[config.mk]
export PLATFORM = sky130hd
export DESIGN_NAME = hid_report_message_deframer_flat
export DESIGN_NICKNAME = d
export VERILOG_FILES = /design/src/rtl/hrmd_pkg.sv /design/src/rtl/hrmd_if.sv /design/src/rtl/hid_report_message_deframer.sv /design/src/flat_wrapper.sv
export SDC_FILE = /design/constraint.sdc
export NUM_CORES = 1
export LEC_CHECK = 0
export BUFFER_PORTS_ARGS = -buffer_cell sky130_fd_sc_hd__buf_4
export CORE_MARGIN = 2
export CORE_UTILIZATION = 38
export CTS_CLUSTER_DIAMETER = 40
export DETAILED_ROUTE_END_ITERATION = 8
export PLACE_DENSITY = 0.64
export SYNTH_ARGS = -nofsm -noshare
export SYNTH_HDL_FRONTEND = slang
export SYNTH_SLANG_ARGS = --single-unit
[constraint.sdc]
create_clock -name i_clk -period 8.55 [get_ports i_clk]
set_clock_uncertainty 0.1 [all_clocks]
set_input_delay 0 -clock i_clk [delete_from_list [all_inputs] [get_ports i_clk]]
set_output_delay 0 -clock i_clk [all_outputs]
set_load 0.05 [all_outputs]
[src/rtl/hrmd_pkg.sv]
// Shared types and constants for the HID report message deframer.
// No dependencies; used by the top level and the testbench.
package hrmd_pkg;

    localparam int unsigned REPORT_PAYLOAD_DEF = 63;
    localparam logic [7:0]  MAGIC_CHAR         = 8'h23;
    localparam logic [31:0] MAX_LENGTH_RST     = 32'd65536;
    localparam logic [2:0]  HDR_TYPE_BYTES     = 3'd2;
    localparam logic [2:0]  HDR_LAST_IDX       = 3'd5;

    typedef enum logic [1:0] {
        KIND_HEADER  = 2'd0,
        KIND_PAYLOAD = 2'd1,
        KIND_BAD_MAG = 2'd2,
        KIND_TOO_BIG = 2'd3
    } t_kind;

    typedef enum logic [3:0] {
        PH_HUNT    = 4'b0001,
        PH_MAGIC2  = 4'b0010,
        PH_HEADER  = 4'b0100,
        PH_PAYLOAD = 4'b1000
    } t_phase;

    typedef struct packed {
        t_kind       kind;
        logic [15:0] msg_type;
        logic [31:0] msg_length;
        logic [7:0]  payload_byte;
        logic        last;
    } t_result;

endpackage

[src/rtl/hrmd_if.sv]
// Channel interfaces of the HID report message deframer: report bytes in,
// results out, and the max_length write port. Depends on nothing.
interface hrmd_in_if;
    logic       valid;
    logic       ready;
    logic [7:0] data_byte;
    logic       report_start;
    modport source (output valid, data_byte, report_start, input ready);
    modport sink   (input valid, data_byte, report_start, output ready);
endinterface

interface hrmd_out_if;
    logic        valid;
    logic        ready;
    logic [1:0]  kind;
    logic [15:0] msg_type;
    logic [31:0] msg_length;
    logic [7:0]  payload_byte;
    logic        last;
    modport source (output valid, kind, msg_type, msg_length, payload_byte, last,
                    input ready);
    modport sink   (input valid, kind, msg_type, msg_length, payload_byte, last,
                    output ready);
endinterface

interface hrmd_cfg_if;
    logic        valid;
    logic        ready;
    logic [31:0] data;
    modport source (output valid, data, input ready);
    modport sink   (input valid, data, output ready);
endinterface

[src/rtl/hid_report_message_deframer.sv]
// Top level of the HID report message deframer.
// Depends on hrmd_pkg and the channel interfaces in hrmd_if.sv.
//
//  channel | dir | beat carries                                  | modport
//  --------+-----+-----------------------------------------------+--------
//  i_in    | in  | data_byte, report_start                       | sink
//  o_out   | out | kind, msg_type, msg_length, payload_byte, last| source
//  i_cfg   | in  | data = max_length                             | sink
//
// One input beat per cycle while i_in.ready is high. A beat is parsed in the
// cycle it is accepted; its result (if any) goes to the output register, or
// to the skid register while the output register is held by a stalled o_out.
// Both are one-entry; i_in.ready drops only while the skid register is full,
// so a stalled o_out lets one more result in before input backpressure.
// i_cfg is always ready; max_length takes effect for the next header.
// Synchronous active-low reset: hunt phase, all counters zero,
// max_length = 65536, both result registers empty.
module hid_report_message_deframer #(
    parameter int unsigned REPORT_PAYLOAD = hrmd_pkg::REPORT_PAYLOAD_DEF
) (
    input  logic              i_clk,
    input  logic              i_rst_n,
    hrmd_in_if.sink           i_in,
    hrmd_out_if.source        o_out,
    hrmd_cfg_if.sink          i_cfg
);

    // report_left holds 0..REPORT_PAYLOAD
    localparam int unsigned RL_W = $clog2(REPORT_PAYLOAD + 1);

    // control state
    hrmd_pkg::t_phase  r_phase, n_phase;
    logic [RL_W-1:0]   r_report_left, n_report_left;
    logic [2:0]        r_hdr_idx, n_hdr_idx;
    logic [15:0]       r_type, n_type;
    logic [31:0]       r_length, n_length;
    logic [31:0]       r_payload_left, n_payload_left;
    logic [31:0]       r_max_length;

    // result registers
    logic              r_out_valid;
    logic              r_skid_valid;
    hrmd_pkg::t_result r_out, r_skid;

    logic              in_accept;
    logic              out_free;
    logic              res_valid;
    hrmd_pkg::t_result res;
    logic [31:0]       pl_dec;

    assign i_in.ready  = !r_skid_valid;
    assign in_accept   = i_in.valid && i_in.ready;
    assign out_free    = !r_out_valid || o_out.ready;
    assign i_cfg.ready = 1'b1;

    assign pl_dec = (r_payload_left != 32'd0) ? r_payload_left - 32'd1 : r_payload_left;

    // parse one beat
    always_comb begin
        n_phase        = r_phase;
        n_report_left  = r_report_left;
        n_hdr_idx      = r_hdr_idx;
        n_type         = r_type;
        n_length       = r_length;
        n_payload_left = r_payload_left;
        res_valid      = 1'b0;
        res            = '0;
        if (in_accept) begin
            if (i_in.report_start) begin
                // count byte; saturate to the report payload size
                if (i_in.data_byte > 8'(REPORT_PAYLOAD)) begin
                    n_report_left = RL_W'(REPORT_PAYLOAD);
                end else begin
                    n_report_left = i_in.data_byte[RL_W-1:0];
                end
            end else if (r_report_left != '0) begin
                n_report_left = r_report_left - RL_W'(1);
                case (r_phase)
                    hrmd_pkg::PH_HUNT: begin
                        if (i_in.data_byte == hrmd_pkg::MAGIC_CHAR) begin
                            n_phase = hrmd_pkg::PH_MAGIC2;
                        end
                    end
                    hrmd_pkg::PH_MAGIC2: begin
                        if (i_in.data_byte == hrmd_pkg::MAGIC_CHAR) begin
                            n_phase   = hrmd_pkg::PH_HEADER;
                            n_hdr_idx = 3'd0;
                            n_type    = 16'd0;
                            n_length  = 32'd0;
                        end else begin
                            n_phase   = hrmd_pkg::PH_HUNT;
                            res_valid = 1'b1;
                            res.kind  = hrmd_pkg::KIND_BAD_MAG;
                        end
                    end
                    hrmd_pkg::PH_HEADER: begin
                        // big-endian: type bytes first, then length bytes
                        if (r_hdr_idx < hrmd_pkg::HDR_TYPE_BYTES) begin
                            n_type = {r_type[7:0], i_in.data_byte};
                        end else begin
                            n_length = {r_length[23:0], i_in.data_byte};
                        end
                        n_hdr_idx = r_hdr_idx + 3'd1;
                        if (r_hdr_idx == hrmd_pkg::HDR_LAST_IDX) begin
                            n_hdr_idx      = 3'd0;
                            res_valid      = 1'b1;
                            res.msg_type   = n_type;
                            res.msg_length = n_length;
                            if (n_length > r_max_length) begin
                                n_phase  = hrmd_pkg::PH_HUNT;
                                res.kind = hrmd_pkg::KIND_TOO_BIG;
                            end else begin
                                n_payload_left = n_length;
                                res.kind       = hrmd_pkg::KIND_HEADER;
                                res.last       = (n_length == 32'd0);
                                n_phase        = (n_length == 32'd0) ? hrmd_pkg::PH_HUNT
                                                                     : hrmd_pkg::PH_PAYLOAD;
                            end
                        end
                    end
                    hrmd_pkg::PH_PAYLOAD: begin
                        n_payload_left   = pl_dec;
                        res_valid        = 1'b1;
                        res.kind         = hrmd_pkg::KIND_PAYLOAD;
                        res.msg_type     = r_type;
                        res.msg_length   = r_length;
                        res.payload_byte = i_in.data_byte;
                        res.last         = (pl_dec == 32'd0);
                        if (pl_dec == 32'd0) begin
                            n_phase = hrmd_pkg::PH_HUNT;
                        end
                    end
                    default: begin
                        n_phase = hrmd_pkg::PH_HUNT;
                    end
                endcase
            end
        end
    end

    always_ff @(posedge i_clk) begin
        if (!i_rst_n) begin
            r_phase        <= hrmd_pkg::PH_HUNT;
            r_report_left  <= '0;
            r_hdr_idx      <= 3'd0;
            r_type         <= 16'd0;
            r_length       <= 32'd0;
            r_payload_left <= 32'd0;
            r_max_length   <= hrmd_pkg::MAX_LENGTH_RST;
        end else begin
            r_phase        <= n_phase;
            r_report_left  <= n_report_left;
            r_hdr_idx      <= n_hdr_idx;
            r_type         <= n_type;
            r_length       <= n_length;
            r_payload_left <= n_payload_left;
            if (i_cfg.valid && i_cfg.ready) begin
                r_max_length <= i_cfg.data;
            end
        end
    end

    // output register + skid: valid flags
    always_ff @(posedge i_clk) begin
        if (!i_rst_n) begin
            r_out_valid  <= 1'b0;
            r_skid_valid <= 1'b0;
        end else if (res_valid) begin
            if (out_free) begin
                r_out_valid <= 1'b1;
            end else begin
                r_skid_valid <= 1'b1;
            end
        end else if (r_out_valid && o_out.ready) begin
            if (r_skid_valid) begin
                r_skid_valid <= 1'b0;
            end else begin
                r_out_valid <= 1'b0;
            end
        end
    end

    // output register + skid: payload
    always_ff @(posedge i_clk) begin
        if (res_valid) begin
            if (out_free) begin
                r_out <= res;
            end else begin
                r_skid <= res;
            end
        end else if (r_out_valid && o_out.ready && r_skid_valid) begin
            r_out <= r_skid;
        end
    end

    assign o_out.valid        = r_out_valid;
    assign o_out.kind         = r_out.kind;
    assign o_out.msg_type     = r_out.msg_type;
    assign o_out.msg_length   = r_out.msg_length;
    assign o_out.payload_byte = r_out.payload_byte;
    assign o_out.last         = r_out.last;

`ifndef SYNTHESIS
    // skid only fills behind a held output
    a_skid_behind_out: assert property (@(posedge i_clk) disable iff (!i_rst_n)
        r_skid_valid |-> r_out_valid)
        else $error("skid register full while output register empty");

    // payload phase always has bytes left to deliver
    a_payload_nonzero: assert property (@(posedge i_clk) disable iff (!i_rst_n)
        (r_phase == hrmd_pkg::PH_PAYLOAD) |-> (r_payload_left != 32'd0))
        else $error("payload phase with zero bytes left");

    // header counter stays in range and is idle outside the header phase
    a_hdr_idx_range: assert property (@(posedge i_clk) disable iff (!i_rst_n)
        (r_hdr_idx <= hrmd_pkg::HDR_LAST_IDX)
        && ((r_phase == hrmd_pkg::PH_HEADER) || (r_hdr_idx == 3'd0)))
        else $error("header index out of range");

    // a newly filled skid means the last cycle had a result and a stalled output
    a_skid_fill: assert property (@(posedge i_clk) disable iff (!i_rst_n)
        $rose(r_skid_valid) |-> $past(res_valid && r_out_valid && !o_out.ready))
        else $error("skid filled without a stalled result");
`endif

endmodule

[src/flat_wrapper.sv]
// flat-port wrapper written by rule: the top's interface ports become plain ports
module hid_report_message_deframer_flat 
#(
    parameter int unsigned REPORT_PAYLOAD = hrmd_pkg::REPORT_PAYLOAD_DEF
)
  (i_clk, i_rst_n, i_in_valid, i_in_data_byte, i_in_report_start, i_in_ready, o_out_valid, o_out_kind, o_out_msg_type, o_out_msg_length, o_out_payload_byte, o_out_last, o_out_ready, i_cfg_valid, i_cfg_data, i_cfg_ready);
  hrmd_in_if i_in_i ();
  hrmd_out_if o_out_i ();
  hrmd_cfg_if i_cfg_i ();
  input  logic i_clk;
  input  logic i_rst_n;
  input wire logic [$bits(i_in_i.valid)-1:0] i_in_valid;
  input wire logic [$bits(i_in_i.data_byte)-1:0] i_in_data_byte;
  input wire logic [$bits(i_in_i.report_start)-1:0] i_in_report_start;
  output wire logic [$bits(i_in_i.ready)-1:0] i_in_ready;
  output wire logic [$bits(o_out_i.valid)-1:0] o_out_valid;
  output wire logic [$bits(o_out_i.kind)-1:0] o_out_kind;
  output wire logic [$bits(o_out_i.msg_type)-1:0] o_out_msg_type;
  output wire logic [$bits(o_out_i.msg_length)-1:0] o_out_msg_length;
  output wire logic [$bits(o_out_i.payload_byte)-1:0] o_out_payload_byte;
  output wire logic [$bits(o_out_i.last)-1:0] o_out_last;
  input wire logic [$bits(o_out_i.ready)-1:0] o_out_ready;
  input wire logic [$bits(i_cfg_i.valid)-1:0] i_cfg_valid;
  input wire logic [$bits(i_cfg_i.data)-1:0] i_cfg_data;
  output wire logic [$bits(i_cfg_i.ready)-1:0] i_cfg_ready;
  assign i_in_i.valid = i_in_valid;
  assign i_in_i.data_byte = i_in_data_byte;
  assign i_in_i.report_start = i_in_report_start;
  assign i_in_ready = i_in_i.ready;
  assign o_out_valid = o_out_i.valid;
  assign o_out_kind = o_out_i.kind;
  assign o_out_msg_type = o_out_i.msg_type;
  assign o_out_msg_length = o_out_i.msg_length;
  assign o_out_payload_byte = o_out_i.payload_byte;
  assign o_out_last = o_out_i.last;
  assign o_out_i.ready = o_out_ready;
  assign i_cfg_i.valid = i_cfg_valid;
  assign i_cfg_i.data = i_cfg_data;
  assign i_cfg_ready = i_cfg_i.ready;
  hid_report_message_deframer #(.REPORT_PAYLOAD(REPORT_PAYLOAD)) u_core (.i_clk(i_clk), .i_rst_n(i_rst_n), .i_in(i_in_i), .o_out(o_out_i), .i_cfg(i_cfg_i));
endmodule
==> results of run 1 <==
==> where the power goes <==
group	internal, mW	switching, mW
clock network	0.863	0.555
registers	1.23	0.00863
logic	0.0694	0.0671
==> layer usage <==
metal,part of all wire (%),global-route usage (%),wire length (um),vias up
met1,45,27.7,15600,5070
li1,-,-,-,4965
met5,0,0,0,-
met2,45,32.3,15800,410
met4,3.0,6.96,1040,0
met3,7.2,4.13,2520,76
==> area by class of cell <==
cell class | instances | area (um2)
clock buffer | 42 | 943
clock inverter | 23 | 221
fill | 3014 | 17000
inverter | 45 | 169
multi-input combinational | 870 | 5900
sequential | 245 | 6090
tap | 442 | 553
timing repair buffer | 198 | 1680
==> registers in the layout, summed over array words and instances (netlist names) <==
signal and count:
u_core.r_skid_valid 1, u_core.o_out.msg_length 32, u_core.o_out.msg_type 16, u_core.r_payload_left 32, u_core.r_type 16, u_core.o_out.last 1
u_core.r_report_left 6, u_core.r_max_length 32, u_core.r_hdr_idx 3, u_core.r_phase 4, u_core.r_skid 59, u_core.o_out.valid 1
u_core.o_out.payload_byte 8, u_core.r_length 32, u_core.o_out.kind 2
==> cells in the mapped netlist (21+ instances only) <==
cell / n
nand3_1: 26
ha_1: 35
nor3_1: 21
mux2i_1: 36
edfxtp_1: 118
a21oi_1: 56
a21o_1: 66
clkbuf_1: 57
a22oi_1: 83
nand2_1: 56
dfxtp_1: 127
nor4_1: 25
o21ai_0: 22
buf_2: 21
inv_1: 45
mux2_2: 33
nor2_1: 173
==> per-stage QoR <==
stage / hold slack [ns] / std cells / cell area, um2
floorplan: 0.0304 / 1251 / 12500
global placement: 0.132 / 1722 / 13600
detailed placement: 0.139 / 1722 / 13600
CTS: 0.244 / 1865 / 15600
global route: 0.284 / 1865 / 15600
finish: 0.252 / 1865 / 15600
==> worst reg2reg max path: cells and delay by family, from the launching register on <==
kind | cells | cell delay, ns
AOI/OAI and AO/OA | 7 | 2.15
adders and majority gates | 1 | 0.33
buffers and inverters | 1 | 0.37
DFF | 1 | 0.39
muxes | 1 | 0.47
and+or+nand+nor | 2 | 0.48
==> cells by family after synthesis <==
| kind of cell | Yosys count | share of synthesized area, % |
|---|---|---|
| AOI/OAI and AO/OA | 340 | 19.7 |
| xor gates and xnor gates | 8 | 0.558 |
| adders and majority gates | 35 | 3.49 |
| buffers and inverters | 136 | 4.76 |
| DFF | 245 | 48.5 |
| muxes | 69 | 5.83 |
| other | 1 | 0.0299 |
| and+or+nand+nor | 417 | 17.1 |
==> worst min path at each step <==
stage / startpoint / to / slack, ns / depth (start not counted)
after floorplan: i_cfg_data[16] / u_core.r_max_length[16]$_SDFFE_PN1P_ / 0.03 / 2
after global placement: i_cfg_data[23] / u_core.r_max_length[23]$_SDFFE_PN0P_ / 0.13 / 3
after detailed placement: i_cfg_data[16] / u_core.r_max_length[16]$_SDFFE_PN1P_ / 0.14 / 3
after CTS: i_in_data_byte[4] / u_core.r_type[4]$_SDFFE_PN0P_ / 0.24 / 4
after global routing: i_in_data_byte[4] / u_core.r_type[4]$_SDFFE_PN0P_ / 0.28 / 4
final: i_in_data_byte[4] / u_core.r_type[4]$_SDFFE_PN0P_ / 0.25 / 4
==> cell usage in the layout (no fill, tap or decap), types with 5 or more instances in the layout <==
cell | Yosys | routed
o211ai_1 | 9 | 9
nor2_1 | 173 | 171
nor2b_1 | 5 | 5
o21ai_1 | 16 | 14
inv_1 | 45 | 44
clkinv_2 | 0 | 6
o21ai_0 | 22 | 22
o31a_1 | 5 | 5
nand3b_1 | 9 | 9
a31oi_1 | 5 | 5
mux2_2 | 33 | 33
edfxtp_1 | 118 | 118
o22ai_1 | 5 | 5
buf_4 | 3 | 120
dfxtp_1 | 127 | 127
and2_1 | 20 | 20
and4_1 | 7 | 7
a22oi_1 | 83 | 82
a211oi_1 | 6 | 6
nand3_1 | 26 | 26
a21oi_1 | 56 | 56
nand4_1 | 19 | 19
nor3_1 | 21 | 20
dlygate4sd3_1 | 0 | 78
nor4_1 | 25 | 25
clkbuf_16 | 0 | 36
o31ai_1 | 11 | 11
and3_1 | 13 | 13
nand2b_1 | 6 | 6
a21o_1 | 66 | 66
mux2i_1 | 36 | 36
ha_1 | 35 | 35
nand2_1 | 56 | 56
o211ai_2 | 11 | 11
==> flow_summary.toml, run 1 <==
[logic_synthesis]
synth.top_cells.by_area = "edfxtp_1, dfxtp_1, nor2_1"
async_flop_share_pct = 0
synth.ff_latch_count = 245
postSynthAreaPerCell_um2 = 10.0
yosysTopAreaCellShare_pct = 28.2
postSynthCellCount = 1251
synthesis.nets = 1332
yosysWarnings = 0
synth_edf_count = 118
synth_ff_type = "dfxtp_1"
synth_area_mm2 = 0.0125
synth_seq_area_share_pct = 48.5
synth.largest_area_cell = "edfxtp_1"
ys_types = 84

[global_route]
track_usage_pct = 20.4
grt_pass1_vias = 10200
overflow = 0
antenna_found_initial = 0
grt_max_degree = 73
grt_pass1_wl_mm = 55.8

[setup_path]
rr_worst_depth = 12
cp_slowest_cell = "a21boi_4"
cp_max_fo = 33
cp.depth = 12
cp_top_family = "compound AO/OA/AOI/OAI gates"
start_kind = "flop"
end_kind = "flop"
required_ns = 8.87
crit_end = "u_core.r_payload_left[27]$_SDFFE_PN0P_"
reg2reg_to = "u_core.r_payload_left[27]$_SDFFE_PN0P_"
crit_buf_inv = 1
reg2reg_slack_ns = 4.18
arrival_ns = 4.69
crit_type = "flop to flop"
startpoint = "u_core.r_hdr_idx[1]$_SDFFE_PN0P_"
worstReg2RegStart = "u_core.r_hdr_idx[1]$_SDFFE_PN0P_"
critPathMaxStageDelay_ns = 0.49
cp_cell_sequence = "nor2_2 > buf_4 > mux2_2 > ha_1 > a21o_1 > a21o_1 > a221o_1 > a221o_1 > a32o_2 > a21boi_4 > nand2_2 > o22ai_1"

[sta]
drv_slew = 0
finalCritPeriodShare_pct = 51.1
relSlewSlack_pct = 17.9
hold_viol_final = 0
grt_setup_unrepaired = "no"
setup_viol = 0
fin_ws_ns = 4.18
fin_tns_setup_ns = 0
worst_pin_slew_ns = 1.23
post-route-min-period_ns = 4.37
max_freq_mhz = 229

[routing]
vias = 10500
postRouteWirelength_mm = 34.9
avgViaCountPerCell = 5.64
drcViolationCount = 0
ant_nets = 0
drt_iter0_drc = 1005
wl_per_cell_um = 18.7
drt_pass1_iterations = 7

[pwr]
p_leak_nw = 6.34
power.total_mw = 2.80
pwr_density_cell_mw_per_mm2 = 180
vdd_drop_max_v = 0.000107

[clocking]
cts_sinks = 245
cts_made_buffers = 36
insertion_delay_ns = 0.53
cts_hold_buf = 78
cts_resized = 0
cts_max_path_buffers = 3
clk_pin_slew_ns = 0.06
htree_num_levels = 2
root_buffer = "clkbuf_16"
cts_tree = "built"
cts_setup_buffers = 0

[die]
die_area_mm2 = 0.0345
start_util_pct = 38.6
rows = 66
boundaryPins = 108
die_w_um = 186
fp.coreArea_mm2 = 0.0325
die_h_um = 186

[placement]
globalplace.congestion = 0.952
dp_hpwl_mm = 22.9
post-place-ws_ns = 4.30
io_buffers = 106

[cells_and_area]
utilization_pct = 47.8
area_growth_pct = 24.0
nNetsFinal = 1477
final_layout_size_suffix_gt1_share_pct = 18.3
antennaDiodeCount = 0

[job]
max-cap-violations = 0

[status]
run_status = "finished, final reports clean"

[worst_hold_path]
min_path_type = "input pin to flop"
Power figures use the tool's default switching activity.
==> run 2, diff against run 1 <==
--- a/config.mk
+++ b/config.mk
@@ -5,12 +5,13 @@
 export SDC_FILE = /design/constraint.sdc
 export NUM_CORES = 1
 export LEC_CHECK = 0
+export ABC_AREA = 1
 export BUFFER_PORTS_ARGS = -buffer_cell sky130_fd_sc_hd__buf_4
 export CORE_MARGIN = 2
 export CORE_UTILIZATION = 38
 export CTS_CLUSTER_DIAMETER = 40
 export DETAILED_ROUTE_END_ITERATION = 8
-export PLACE_DENSITY = 0.64
+export PLACE_DENSITY = 0.66
 export SYNTH_ARGS = -nofsm -noshare
 export SYNTH_HDL_FRONTEND = slang
 export SYNTH_SLANG_ARGS = --single-unit
==> constraint.sdc (replaced) <==
create_clock -name i_clk -period 3.8 [get_ports i_clk]
set_clock_uncertainty 0.1 [all_clocks]
set_input_delay 0 -clock i_clk [delete_from_list [all_inputs] [get_ports i_clk]]
set_output_delay 0 -clock i_clk [all_outputs]
set_load 0.05 [all_outputs]
==> run 2 against run 1 <==
Critical path type unchanged. First-iteration DRC count is 1.1% higher. Combinational power grew to 2.8 times the previous value. Sequential cell count stayed put. Via count is 15% higher. Die area is 2.9% higher.
==> flow_summary.toml, run 2 <==
[status]
run_status = "finished, final reports clean"

[worst_hold_path]
hp-start = "i_cfg_valid"
min_path_type = "input pin to flop"

[sta]
grt_setup_unrepaired = "no"
relSlewSlack_pct = 47.1
max_freq_mhz = 279
worst_pin_slew_ns = 0.794
hold_viol_final = 0
post-route-min-period_ns = 3.58
fin_ws_ns = 0.217
finalCritPeriodShare_pct = 94.3
fin_tns_setup_ns = 0
drv_slew = 0
whs_ns = 0.0512
setup_viol = 0

[cells_and_area]
seq_area_mm2 = 0.00609
area_growth_pct = 27.2
multi_input_area_mm2 = 0.00572
top_register = "u_core.r_skid"
final_common_cell = "nand2_1"
final_layout_size_suffix_gt1_share_pct = 12.8
mostFrequentLayoutCells = "nand2_1, inv_1, nor2_1"
layoutNonFillerInstCount = 2328
design_area_mm2 = 0.0164
utilization_pct = 49.0
antennaDiodeCount = 0
largest_reg_flops = 59
fill_cells = 3277
nNetsFinal = 1929

[routing]
postRouteWirelength_mm = 39.1
avgViaCountPerCell = 5.19
ant_nets = 0
drt_pass1_iterations = 5
drcViolationCount = 0
vias = 12100
wl_per_cell_um = 16.8
drt_iter0_drc = 1016

[pwr]
p_leak_nw = 6.98
power.total_mw = 6.96
vdd_drop_max_v = 0.000259
pwr_density_cell_mw_per_mm2 = 423

[global_route]
overflow = 0
track_usage_pct = 21.8
grt_pass1_wl_mm = 61.6
antenna_found_initial = 0
grt_max_degree = 65
grt_pass1_vias = 11400

[setup_path]
reg2reg_to = "u_core.r_payload_left[16]$_SDFFE_PN0P_"
startpoint = "u_core.r_hdr_idx[2]$_SDFFE_PN0P_"
start_kind = "flop"
required_ns = 4.12
crit_end = "u_core.r_payload_left[16]$_SDFFE_PN0P_"
crit_type = "flop to flop"
rr_worst_depth = 14
worstReg2RegStart = "u_core.r_hdr_idx[2]$_SDFFE_PN0P_"
arrival_ns = 3.91
cp_max_fo = 64
reg2reg_slack_ns = 0.22
end_kind = "flop"

[placement]
io_buffers = 106
placed_cells = 2170
dpl-instance-area_mm2 = 0.0142
post-place-ws_ns = 0.295
globalplace.congestion = 0.902
dp_hpwl_mm = 27.8

[logic_synthesis]
postSynthCellCount = 1671
yosysMostFrequentCell = "nand2_1"
synth_common_cells = "nand2_1, inv_1, nor2_1"
synth_ff_type = "dfxtp_1"
synth_area_mm2 = 0.0129
ys_types = 46
synth.largest_area_cell = "edfxtp_1"
postSynthAreaPerCell_um2 = 7.73
yosysTopAreaCellShare_pct = 27.4
synth_seq_area_share_pct = 47.1
yosysWarnings = 0
synth.ff_latch_count = 245
synth_edf_count = 118
async_flop_share_pct = 0
synth.top_cells.by_area = "edfxtp_1, dfxtp_1, nand2_1"
synthesis.nets = 1752

[die]
boundaryPins = 108
start_util_pct = 38.5
fp.coreArea_mm2 = 0.0335
die_w_um = 188
rows = 67
die_area_mm2 = 0.0355
die_h_um = 188

[job]
max-cap-violations = 0

[clocking]
cts_sinks = 245
cts_tree = "built"
insertion_delay_ns = 0.53
root_buffer = "clkbuf_16"
cts_max_path_buffers = 3
cts_made_buffers = 40
htree_num_levels = 2
clk_pin_slew_ns = 0.06
[run 2: per-layer routing]
metal,part of all wire (%),track usage (%),vias up
li1,-,-,5902
met1,44,29.7,5675
met2,47,36.1,451
met3,7.2,3.22,57
met4,2.6,6.28,0
met5,0,0,-
[run 2: kinds of logic (layout without fill, tap and decap cells)]
group | Yosys count | count (layout) | synth area share [%]
buffers and inverters | 291 | 500 | 8.88
DFF | 245 | 245 | 47.1
adders and majority gates | 35 | 35 | 3.39
xor gates and xnor gates | 12 | 12 | 0.814
AOI/OAI and AO/OA | 383 | 383 | 17.1
and+or+nand+nor | 704 | 704 | 22.7
other | 1 | 1 | 0.0290
[run 2: worst max-delay path, stage by stage (launching register included)]
cell      delay [ns]
dfxtp_1         0.36
nor2_4          0.17
buf_12          0.27
o21a_1          0.20
inv_1           0.08
ha_1            0.32
nand4_1         0.16
nor4_1          0.67
nand2_1         0.12
nand2_1         0.11
nand2_1         0.15
o21ai_4         0.18
buf_12          0.28
nor2_1          0.07
a211oi_1        0.21
[run 2: final cells by class]
class	count	area share [%]
Clock buffer	47	6.44
Clock inverter	27	2.07
Inverter	211	4.82
Multi-Input combinational cell	1135	34.8
Sequential cell	245	37.0
Tap cell	448	3.41
Timing Repair Buffer	215	11.4
[run 2: worst min path at each step]
| stage | endpoint | slack, ns | cells past startpoint |
|---|---|---|---|
| after floorplan | u_core.r_max_length[16]$_SDFFE_PN1P_ | 0.01 | 1 |
| after global placement | u_core.r_max_length[16]$_SDFFE_PN1P_ | 0.12 | 3 |
| after detailed placement | u_core.r_max_length[16]$_SDFFE_PN1P_ | 0.12 | 3 |
| after CTS | u_core.r_max_length[30]$_SDFFE_PN0P_ | 0.02 | 3 |
| after global routing | u_core.r_max_length[10]$_SDFFE_PN0P_ | 0.09 | 3 |
| final | u_core.r_max_length[1]$_SDFFE_PN0P_ | 0.05 | 3 |
[run 2: timing repair]
item	CTS	global route
buffers inserted	0	0
setup endpoints to repair	0	0
resized for setup	0	0
endpoints found under the hold margin	75	0
hold buffers	84	0
[run 2: report_power, final]
group / internal (mW) / switching [mW]
combinational: 0.170 / 0.207
sequential: 2.78 / 0.0156
clock: 2.44 / 1.35
total: 5.38 / 1.57
